## config.mk

```make
export PLATFORM = sky130hd
export DESIGN_NAME = ir_distance_poly_averager
export DESIGN_NICKNAME = d
export VERILOG_FILES = /design/src/hdl/irdpa_pkg.sv /design/src/hdl/ir_distance_poly_averager.sv
export SDC_FILE = /design/constraint.sdc
export NUM_CORES = 1
export LEC_CHECK = 0
export ABC_AREA = 1
export BUFFER_PORTS_ARGS = -buffer_cell sky130_fd_sc_hd__buf_2
export CORE_MARGIN = 1.5
export CORE_UTILIZATION = 30
export CTS_CLUSTER_DIAMETER = 40
export DETAILED_ROUTE_END_ITERATION = 10
export GPL_TIMING_DRIVEN = 0
export HOLD_SLACK_MARGIN = 0.12
export PLACE_DENSITY = 0.48
export SETUP_SLACK_MARGIN = 0.3
export SYNTH_ARGS = -nofsm -noshare
export SYNTH_HDL_FRONTEND = slang
export SYNTH_SLANG_ARGS = --single-unit
```

## constraint.sdc

```tcl
create_clock -name clk -period 5.7 [get_ports clk]
set_input_delay 0.855 -clock clk [delete_from_list [all_inputs] [get_ports clk]]
set_output_delay 0.855 -clock clk [all_outputs]
set_load 0.02 [all_outputs]
```

## src/hdl/irdpa_pkg.sv

```systemverilog
// Package for the IR distance polynomial averager: register map,
// coefficient reset values, arithmetic constants and sequencer states.
// No dependencies.
package irdpa_pkg;

  // register indexes on the configuration port
  localparam logic [2:0] REG_C0 = 3'd0;
  localparam logic [2:0] REG_C1 = 3'd1;
  localparam logic [2:0] REG_C2 = 3'd2;
  localparam logic [2:0] REG_C3 = 3'd3;
  localparam logic [2:0] REG_C4 = 3'd4;

  // coefficient reset values, Q12
  localparam logic signed [15:0] C0_RST = 16'sd9585;
  localparam logic signed [15:0] C1_RST = -16'sd19415;
  localparam logic signed [15:0] C2_RST = 16'sd16630;
  localparam logic signed [15:0] C3_RST = -16'sd6554;
  localparam logic signed [15:0] C4_RST = 16'sd983;

  // volts = (code * 135168 + 5115) / 10230, 14 quotient bits
  localparam int VOLT_BIAS   = 5115;
  localparam int VOLT_DEN    = 10230;
  localparam int VOLT_QW     = 14;
  localparam int VOLT_NW     = 28;
  // average magnitude never exceeds 800: 10 quotient bits
  localparam int AVG_QW      = 10;

  // Horner accumulator and product widths
  localparam int ACC_W       = 26;
  localparam int PROD_W      = ACC_W + VOLT_QW;
  localparam int Q12_HALF    = 2048;
  localparam int DIST_MAX    = 32767;
  localparam int DIST_MIN    = -32768;

  localparam int DEF_RING_DEPTH = 16;

  // sequencer states, one-hot
  typedef enum logic [7:0] {
    S_IDLE  = 8'b0000_0001,
    S_VDIV  = 8'b0000_0010,
    S_MUL   = 8'b0000_0100,
    S_ADD   = 8'b0000_1000,
    S_UPD   = 8'b0001_0000,
    S_APREP = 8'b0010_0000,
    S_ADIV  = 8'b0100_0000,
    S_OUT   = 8'b1000_0000
  } state_t;

endpackage

```

## src/hdl/ir_distance_poly_averager.sv

```systemverilog
// IR distance linearizer with moving average: top level.
// Depends on irdpa_pkg.
//
// Usage:
//   Input channel (in_valid/in_ready/in_sample_code) takes one 10-bit
//   converter code per transfer. Output channel (out_valid/out_ready) gives
//   the Q12 distance and the mean of the last RING_DEPTH distances in cm.
//   Coefficients c0..c4 sit on the APB port at byte addresses 0,4,..,16;
//   write them only while the block is idle.
//   The bit-serial datapath works in order: the volts division, 4 Horner
//   steps (each a shift-add multiply plus round/add), the ring and sum
//   update, the set-up and run of the average division, and the load of
//   the output register. The next item is taken once the previous result
//   sits in the output register.
//   Reset (rst_n low, synchronous) restores default coefficients and empties
//   the ring. If the receiver stalls, the result is held in the output
//   register; a following item is still computed but waits in the last
//   sequencer state until the output register frees.
module ir_distance_poly_averager
  import irdpa_pkg::*;
#(
  parameter int RING_DEPTH = DEF_RING_DEPTH
) (
  input  logic                clk,
  input  logic                rst_n,
  // input channel
  input  logic                in_valid,
  output logic                in_ready,
  input  logic [9:0]          in_sample_code,
  // result channel
  output logic                out_valid,
  input  logic                out_ready,
  output logic signed [15:0]  out_distance_q12,
  output logic signed [10:0]  out_average_cm,
  // configuration
  input  logic                psel,
  input  logic                penable,
  input  logic                pwrite,
  input  logic [4:0]          paddr,
  input  logic [31:0]         pwdata,
  output logic [31:0]         prdata,
  output logic                pready
);

  localparam int PTRW  = (RING_DEPTH > 1) ? $clog2(RING_DEPTH) : 1;
  localparam int FILLW = $clog2(RING_DEPTH + 1);
  localparam int SUMW  = 16 + $clog2(RING_DEPTH);
  localparam int AVGNW = SUMW + 7;
  localparam int AVGDW = FILLW + 12 + AVG_QW - 1;
  localparam int DW0   = (VOLT_NW > AVGNW) ? VOLT_NW : AVGNW;
  localparam int DW    = (DW0 > AVGDW) ? DW0 : AVGDW;
  localparam int VOLT_DSH = VOLT_DEN * (2 ** (VOLT_QW - 1));

  // configuration registers
  logic signed [15:0] coef_r [5];
  logic [2:0]         reg_idx;
  logic               cfg_wr;

  assign pready  = 1'b1;
  assign reg_idx = paddr[4:2];
  assign cfg_wr  = psel & penable & pwrite & pready;

  always_ff @(posedge clk) begin
    if (!rst_n) begin
      coef_r[REG_C0] <= C0_RST;
      coef_r[REG_C1] <= C1_RST;
      coef_r[REG_C2] <= C2_RST;
      coef_r[REG_C3] <= C3_RST;
      coef_r[REG_C4] <= C4_RST;
    end else if (cfg_wr) begin
      case (reg_idx)
        REG_C0:  coef_r[REG_C0] <= pwdata[15:0];
        REG_C1:  coef_r[REG_C1] <= pwdata[15:0];
        REG_C2:  coef_r[REG_C2] <= pwdata[15:0];
        REG_C3:  coef_r[REG_C3] <= pwdata[15:0];
        REG_C4:  coef_r[REG_C4] <= pwdata[15:0];
        default: ;
      endcase
    end
  end

  // register readback, sign-extended
  always_comb begin
    case (reg_idx)
      REG_C0:  prdata = 32'(coef_r[REG_C0]);
      REG_C1:  prdata = 32'(coef_r[REG_C1]);
      REG_C2:  prdata = 32'(coef_r[REG_C2]);
      REG_C3:  prdata = 32'(coef_r[REG_C3]);
      REG_C4:  prdata = 32'(coef_r[REG_C4]);
      default: prdata = '0;
    endcase
  end

  // sequencer and datapath registers
  state_t                    state_r, state_nxt;
  logic [3:0]                cnt_r, cnt_nxt;
  logic [1:0]                k_r, k_nxt;
  logic [DW-1:0]             rem_r, rem_nxt;
  logic [DW-1:0]             dsh_r, dsh_nxt;
  logic [VOLT_QW-1:0]        quo_r, quo_nxt;
  logic [VOLT_QW-1:0]        v_r, v_nxt;
  logic [VOLT_QW-1:0]        mpl_r, mpl_nxt;
  logic signed [PROD_W-1:0]  mcand_r, mcand_nxt;
  logic signed [PROD_W-1:0]  prod_r, prod_nxt;
  logic signed [ACC_W-1:0]   acc_r, acc_nxt;
  logic signed [15:0]        dist_r, dist_nxt;
  logic signed [SUMW-1:0]    sum_r, sum_nxt;
  logic [PTRW-1:0]           wp_r, wp_nxt;
  logic [FILLW-1:0]          fill_r, fill_nxt;
  logic                      neg_r, neg_nxt;
  logic signed [15:0]        old_r;
  logic                      out_valid_r;
  logic signed [15:0]        out_dist_r;
  logic signed [10:0]        out_avg_r;

  logic signed [15:0]        ring [RING_DEPTH];

  logic                      in_xfer, ring_wr, out_load, full;
  logic                      div_ge;
  logic [DW-1:0]             div_diff;
  logic [VOLT_QW-1:0]        div_quo;
  logic signed [PROD_W-1:0]  prod_rnd;
  logic signed [15:0]        dist_sat;
  logic [SUMW-1:0]           sum_mag;
  logic [AVG_QW:0]           avg_mag;
  logic signed [10:0]        avg_val;

  assign in_ready  = (state_r == S_IDLE);
  assign in_xfer   = in_valid & in_ready;
  assign full      = (fill_r == FILLW'(RING_DEPTH));
  assign out_load  = (state_r == S_OUT) && (!out_valid_r || out_ready);
  assign ring_wr   = (state_r == S_UPD);

  // shared restoring division step: one quotient bit per cycle
  assign div_ge   = (rem_r >= dsh_r);
  assign div_diff = rem_r - dsh_r;
  assign div_quo  = {quo_r[VOLT_QW-2:0], div_ge};

  // rounding of the Q24 product to Q12, halves up
  assign prod_rnd = (prod_r + PROD_W'(Q12_HALF)) >>> 12;

  // distance saturation
  always_comb begin
    if (acc_r > ACC_W'(DIST_MAX)) begin
      dist_sat = 16'(DIST_MAX);
    end else if (acc_r < ACC_W'(DIST_MIN)) begin
      dist_sat = 16'(DIST_MIN);
    end else begin
      dist_sat = acc_r[15:0];
    end
  end

  // finished quotient of the average division sits in quo_r
  assign sum_mag = sum_r[SUMW-1] ? SUMW'(-sum_r) : SUMW'(sum_r);
  assign avg_mag = {1'b0, quo_r[AVG_QW-1:0]};
  assign avg_val = neg_r ? -$signed(avg_mag) : $signed(avg_mag);

  always_comb begin
    state_nxt = state_r;
    cnt_nxt   = cnt_r;
    k_nxt     = k_r;
    rem_nxt   = rem_r;
    dsh_nxt   = dsh_r;
    quo_nxt   = quo_r;
    v_nxt     = v_r;
    mpl_nxt   = mpl_r;
    mcand_nxt = mcand_r;
    prod_nxt  = prod_r;
    acc_nxt   = acc_r;
    dist_nxt  = dist_r;
    sum_nxt   = sum_r;
    wp_nxt    = wp_r;
    fill_nxt  = fill_r;
    neg_nxt   = neg_r;
    case (state_r)
      S_IDLE: begin
        if (in_xfer) begin
          // code * 135168 + 5115 as shifts and adds
          rem_nxt   = DW'({in_sample_code, 17'b0}) + DW'({in_sample_code, 12'b0})
                      + DW'(VOLT_BIAS);
          dsh_nxt   = DW'(VOLT_DSH);
          quo_nxt   = '0;
          cnt_nxt   = 4'(VOLT_QW - 1);
          state_nxt = S_VDIV;
        end
      end
      S_VDIV: begin
        if (div_ge) rem_nxt = div_diff;
        dsh_nxt = dsh_r >> 1;
        quo_nxt = div_quo;
        cnt_nxt = cnt_r - 4'd1;
        if (cnt_r == 4'd0) begin
          // start Horner with c4
          v_nxt     = div_quo;
          mpl_nxt   = div_quo;
          acc_nxt   = ACC_W'(coef_r[REG_C4]);
          mcand_nxt = PROD_W'(coef_r[REG_C4]);
          prod_nxt  = '0;
          k_nxt     = 2'd3;
          cnt_nxt   = 4'(VOLT_QW - 1);
          state_nxt = S_MUL;
        end
      end
      S_MUL: begin
        // shift-add over the volts bits, LSB first
        if (mpl_r[0]) prod_nxt = prod_r + mcand_r;
        mcand_nxt = mcand_r <<< 1;
        mpl_nxt   = mpl_r >> 1;
        cnt_nxt   = cnt_r - 4'd1;
        if (cnt_r == 4'd0) state_nxt = S_ADD;
      end
      S_ADD: begin
        acc_nxt = ACC_W'(prod_rnd) + ACC_W'(coef_r[{1'b0, k_r}]);
        if (k_r == 2'd0) begin
          state_nxt = S_UPD;
        end else begin
          k_nxt     = k_r - 2'd1;
          mpl_nxt   = v_r;
          mcand_nxt = PROD_W'(ACC_W'(prod_rnd) + ACC_W'(coef_r[{1'b0, k_r}]));
          prod_nxt  = '0;
          cnt_nxt   = 4'(VOLT_QW - 1);
          state_nxt = S_MUL;
        end
      end
      S_UPD: begin
        // ring write, running sum with evicted entry once full
        dist_nxt = dist_sat;
        sum_nxt  = sum_r - (full ? SUMW'(old_r) : SUMW'(0)) + SUMW'(dist_sat);
        wp_nxt   = (wp_r == PTRW'(RING_DEPTH - 1)) ? '0 : wp_r + PTRW'(1);
        if (!full) fill_nxt = fill_r + FILLW'(1);
        state_nxt = S_APREP;
      end
      S_APREP: begin
        // |sum| * 100 over fill * 4096
        rem_nxt   = DW'({sum_mag, 6'b0}) + DW'({sum_mag, 5'b0}) + DW'({sum_mag, 2'b0});
        dsh_nxt   = DW'({fill_r, 12'b0, (AVG_QW - 1)'(0)});
        neg_nxt   = sum_r[SUMW-1];
        quo_nxt   = '0;
        cnt_nxt   = 4'(AVG_QW - 1);
        state_nxt = S_ADIV;
      end
      S_ADIV: begin
        if (div_ge) rem_nxt = div_diff;
        dsh_nxt = dsh_r >> 1;
        quo_nxt = div_quo;
        cnt_nxt = cnt_r - 4'd1;
        if (cnt_r == 4'd0) state_nxt = S_OUT;
      end
      S_OUT: begin
        if (out_load) state_nxt = S_IDLE;
      end
      default: state_nxt = S_IDLE;
    endcase
  end

  // control state
  always_ff @(posedge clk) begin
    if (!rst_n) begin
      state_r     <= S_IDLE;
      wp_r        <= '0;
      fill_r      <= '0;
      sum_r       <= '0;
      out_valid_r <= 1'b0;
    end else begin
      state_r <= state_nxt;
      wp_r    <= wp_nxt;
      fill_r  <= fill_nxt;
      sum_r   <= sum_nxt;
      if (out_load) begin
        out_valid_r <= 1'b1;
      end else if (out_ready) begin
        out_valid_r <= 1'b0;
      end
    end
  end

  // datapath
  always_ff @(posedge clk) begin
    cnt_r   <= cnt_nxt;
    k_r     <= k_nxt;
    rem_r   <= rem_nxt;
    dsh_r   <= dsh_nxt;
    quo_r   <= quo_nxt;
    v_r     <= v_nxt;
    mpl_r   <= mpl_nxt;
    mcand_r <= mcand_nxt;
    prod_r  <= prod_nxt;
    acc_r   <= acc_nxt;
    dist_r  <= dist_nxt;
    neg_r   <= neg_nxt;
    if (out_load) begin
      out_dist_r <= dist_r;
      out_avg_r  <= avg_val;
    end
  end

  // sample ring: entry under the write pointer read at input transfer
  always_ff @(posedge clk) begin
    if (in_xfer) old_r <= ring[wp_r];
    if (ring_wr) ring[wp_r] <= dist_sat;
  end

  assign out_valid        = out_valid_r;
  assign out_distance_q12 = out_dist_r;
  assign out_average_cm   = out_avg_r;

endmodule

```

==> results.py <==
metrics = {
    "clock_tree": {
        "clock_sink_count": 640,
        "clkLatencyLatePin_ns": 0.70,
        "post-cts-setup-buffers": 0,
        "clock_tree.buffer_depth": 3,
        "clock_tree.root_cell": "sky130_fd_sc_hd__clkbuf_16",
        "cts_hold_repair.buffers": 0,
        "tritoncts": "done",
        "cts-buffers-inserted": 110,
        "clkSlewWorstSetupHoldPaths_ns": 0.06,
        "cts-htree-levels": 3,
        "post_cts_resized": 0,
    },
    "routing": {
        "post_drt_via_cell_ratio": 4.862,
        "drtPass1Iterations": 9,
        "drtIter0Drc": 2666,
        "routedWlPerCell_um": 19.10,
        "drt_wl_total_um": 122300,
        "post-route-drc-count": 12,
        "antenna_violating_nets_post_route": 0,
        "dr_total_vias": 31136,
    },
    "timing": {
        "period_share_pct": 85.11,
        "final_hold_viol_count": 0,
        "skew_ns": 0.04745,
        "post-route-min-period_ns": 4.851,
        "max_clock_freq_mhz": 206.1,
        "timing.slew.headroom_pct": 21.49,
        "final_count_of_negative_setup_slack_endpoints": 0,
        "finalHoldWorstSlack_ns": 0.4174,
        "timing_max_transition_violations_final": 0,
        "worst-slew-pin-transition_ns": 1.178,
        "unrepaired_setup_endpoints_after_global_routing": "no",
    },
    "power": {
        "pwr_density_cell_nw_per_um2": 307.9,
        "final_total_pwr_uw": 13680,
        "power.ir.vdd_worst_mv": 0.2771,
        "power_leakage_uw": 0.01882,
    },
    "synth": {
        "ys.flop_type": "sky130_fd_sc_hd__edfxtp_1",
        "synth_nets": 4682,
        "synth.top_cell.area_share_pct": 48.04,
        "ys_top_cells_by_count": "1125 x sky130_fd_sc_hd__nand2_1, 640 x sky130_fd_sc_hd__inv_1, 600 x sky130_fd_sc_hd__edfxtp_1, 535 x sky130_fd_sc_hd__nor2_1, 286 x sky130_fd_sc_hd__o21ai_0",
        "synth_area_sq_um": 37510,
        "post_synth_inst_count": 4437,
        "ys_warn_count": 0,
        "postSynthRegisterBits": 640,
        "synth_top_cells_by_area": "sky130_fd_sc_hd__edfxtp_1 48%, sky130_fd_sc_hd__nand2_1 11%, sky130_fd_sc_hd__inv_1 6.4%, sky130_fd_sc_hd__nor2_1 5.4%, sky130_fd_sc_hd__ha_1 5.2%",
        "post_synth_num_cell_types": 52,
        "synth_most_common_cell": "sky130_fd_sc_hd__nand2_1",
        "yosys.area.top_type": "sky130_fd_sc_hd__edfxtp_1",
        "synth_seq_area_share_pct": 50.17,
        "avgSynthCellArea_sq_um": 8.454,
        "synth_edf_count": 600,
        "ys_async_sr_fraction_pct": 0,
    },
    "critical_path": {
        "critical_path_arrival_ns": 5.44,
        "worst_r2r_endpoint": "sum_r[14]",
        "timing.critical_path.fanout_max": 18,
        "worstSetupStartpointType": "flip-flop",
        "reg2reg_slack_ns": 0.85,
        "worst-endpoint-required_ns": 6.29,
        "setup.worst_path.end_class": "flip-flop",
        "rr_startpoint": "acc_r[25]",
        "worstSetupPathType": "flip-flop to flip-flop",
        "ff2ff_path_depth": 17,
    },
    "final_layout": {
        "post-route-util_pct": 35.89,
        "post_layout_nonfiller_instances": 6404,
        "finalNetCount": 4915,
        "drive_gt1_share_pct": 9.421,
        "area.growth.synth_to_final_pct": 18.46,
        "regArea_sq_um": 18820,
        "multi_input_comb_area_sq_um": 15680,
        "design_area_sq_um": 44430,
        "fillCellCount": 12864,
    },
    "global_routing": {
        "grt_pass1_wl_um": 183400,
        "grt_start_max_net_pins": 32,
        "grt_pass1_vias": 30085,
        "grt_overflow": 0,
        "groute.usage.overall_pct": 19.03,
        "grt_antenna_before_repair": 5,
    },
    "floorplanning": {
        "start_util_pct": 30.30,
        "fp-row-count": 129,
        "top_level_ports": 116,
        "die_height_um": 356.6,
        "die-width_um": 356.6,
        "design.die.area_sq_um": 127200,
        "area_of_the_core_region_sq_um": 123800,
    },
    "status": {
        "status": "finished, violations left",
        "violations": "DRC",
    },
    "min_path": {
        "timing.hold.worst_path_depth": 0,
        "hold_path.startpoint": "dist_r[13]",
        "path_category_of_the_worst_min_delay_check": "flip-flop to flip-flop",
        "worst_hold_path.endpoint": "out_distance_q12[13]",
    },
    "placement": {
        "dpl-instance-area_sq_um": 40530,
        "dp.cells": 6194,
        "routabilityCongestion": 0.9241,
        "place_hpwl_um": 92520,
        "portBuffers": 95,
    },
    "job": {
        "drv.max_cap_violation_count": 0,
    },
}
kinds of logic (layout without fill, tap and decap cells):
logic type               after synthesis  after routing  synth area share (%)
flip-flops                           640            640                 50.17
buffers and inverters                785           1114                 8.246
adder cells (fa/ha/maj)              191            191                 7.072
other                                  1              2              0.009998
XOR/XNOR                              70             70                 1.635
AO/OA/AOI/OAI                        656            656                 9.660
AND/OR/NAND/NOR                     2094           2094                 23.21
worst max path at each step:
stage	depth (start not counted)	end	start
after CTS	17	sum_r[14]	acc_r[25]
after global placement	9	prod_r[23]	state_r[5]
after global routing	17	sum_r[14]	acc_r[25]
final	17	sum_r[14]	acc_r[25]
after floorplan	8	prod_r[0]	state_r[6]
after detailed placement	17	sum_r[14]	acc_r[25]
final cells by class:
cell class	instances	area share [%]
clock inverters	92	2.478
inverters	655	5.539
plain buffers	130	1.422
clock buffers	116	6.246
diodes	1	0.005632
flip-flops and latches	640	42.35
repair buffers	121	2.053
multi-input cells	3012	35.29
well taps	1637	4.610
flip-flops by register name, summed over array words and instances (netlist names), 2 cells and up, named ones only:
register	count
state_r	8
mcand_r	38
sum_r	20
fill_r	5
rem_r	28
k_r	2
acc_r	26
old_r	16
wp_r	4
coef_r	80
out_distance_q12	16
mpl_r	14
prod_r	38
quo_r	13
v_r	14
dsh_r	27
out_average_cm	11
dist_r	16
ring	256
cnt_r	4
worst max-delay path, cell delays in order (launching register included):
cell                       delay [ns]
sky130_fd_sc_hd__edfxtp_1        0.53
sky130_fd_sc_hd__inv_1           0.50
sky130_fd_sc_hd__o21ai_1         0.33
sky130_fd_sc_hd__buf_2           0.27
sky130_fd_sc_hd__nand2_1         0.76
sky130_fd_sc_hd__inv_1           0.15
sky130_fd_sc_hd__fa_1            0.54
sky130_fd_sc_hd__inv_1           0.04
sky130_fd_sc_hd__ha_1            0.26
sky130_fd_sc_hd__clkbuf_1        0.27
sky130_fd_sc_hd__nand2_1         0.09
sky130_fd_sc_hd__nor2_1          0.21
sky130_fd_sc_hd__a21oi_1         0.16
sky130_fd_sc_hd__or2_2           0.32
sky130_fd_sc_hd__nand3_1         0.08
sky130_fd_sc_hd__nand3_1         0.10
sky130_fd_sc_hd__nand2_1         0.08
sky130_fd_sc_hd__inv_1           0.04
metal layers:
metal  part of all wire [%]  vias up  track usage [%]  wire length (um)
li1                       -    15286                -                 -
met3                    5.8      186            2.680              7144
met4                    2.9        0            5.915              3576
met2                     45      938            30.28             55160
met1                     46    14726            26.65             56430
met5                      0        -                0                 0
layout by cell type, fill, tap and decap left out, types with 36 or more instances in the layout:
| cell | synthesis | routed |
|---|---|---|
| sky130_fd_sc_hd__nand2_1 | 1125 | 1124 |
| sky130_fd_sc_hd__inv_1 | 640 | 640 |
| sky130_fd_sc_hd__edfxtp_1 | 600 | 600 |
| sky130_fd_sc_hd__nor2_1 | 535 | 517 |
| sky130_fd_sc_hd__o21ai_0 | 286 | 281 |
| sky130_fd_sc_hd__nand3_1 | 239 | 239 |
| sky130_fd_sc_hd__a21oi_1 | 186 | 185 |
| sky130_fd_sc_hd__ha_1 | 156 | 156 |
| sky130_fd_sc_hd__buf_2 | 34 | 129 |
| sky130_fd_sc_hd__clkbuf_16 | 0 | 110 |
| sky130_fd_sc_hd__o22ai_1 | 95 | 95 |
| sky130_fd_sc_hd__nand4_1 | 88 | 88 |
| sky130_fd_sc_hd__clkbuf_1 | 70 | 76 |
| sky130_fd_sc_hd__xor2_1 | 58 | 58 |
| sky130_fd_sc_hd__dfxtp_1 | 40 | 40 |
| sky130_fd_sc_hd__nor3_1 | 36 | 36 |
metrics by stage:
| stage | TNS (ns) | setup slack (ns) |
|---|---|---|
| floorplan | 0 | 0.5737 |
| global placement | -110.26 | -2.194 |
| detailed placement | 0 | 0.7742 |
| CTS | 0 | 0.7650 |
| global route | 0 | 0.5037 |
| finish | 0 | 0.8490 |
power breakdown:
part / total (uW) / internal, uW / switching (uW)
Clock: 6850 / 4220 / 2620
Sequential: 5350 / 5280 / 79.0
Combinational: 1480 / 462 / 1020
Total: 13700 / 9960 / 3720
Power figures use the tool's default switching activity.
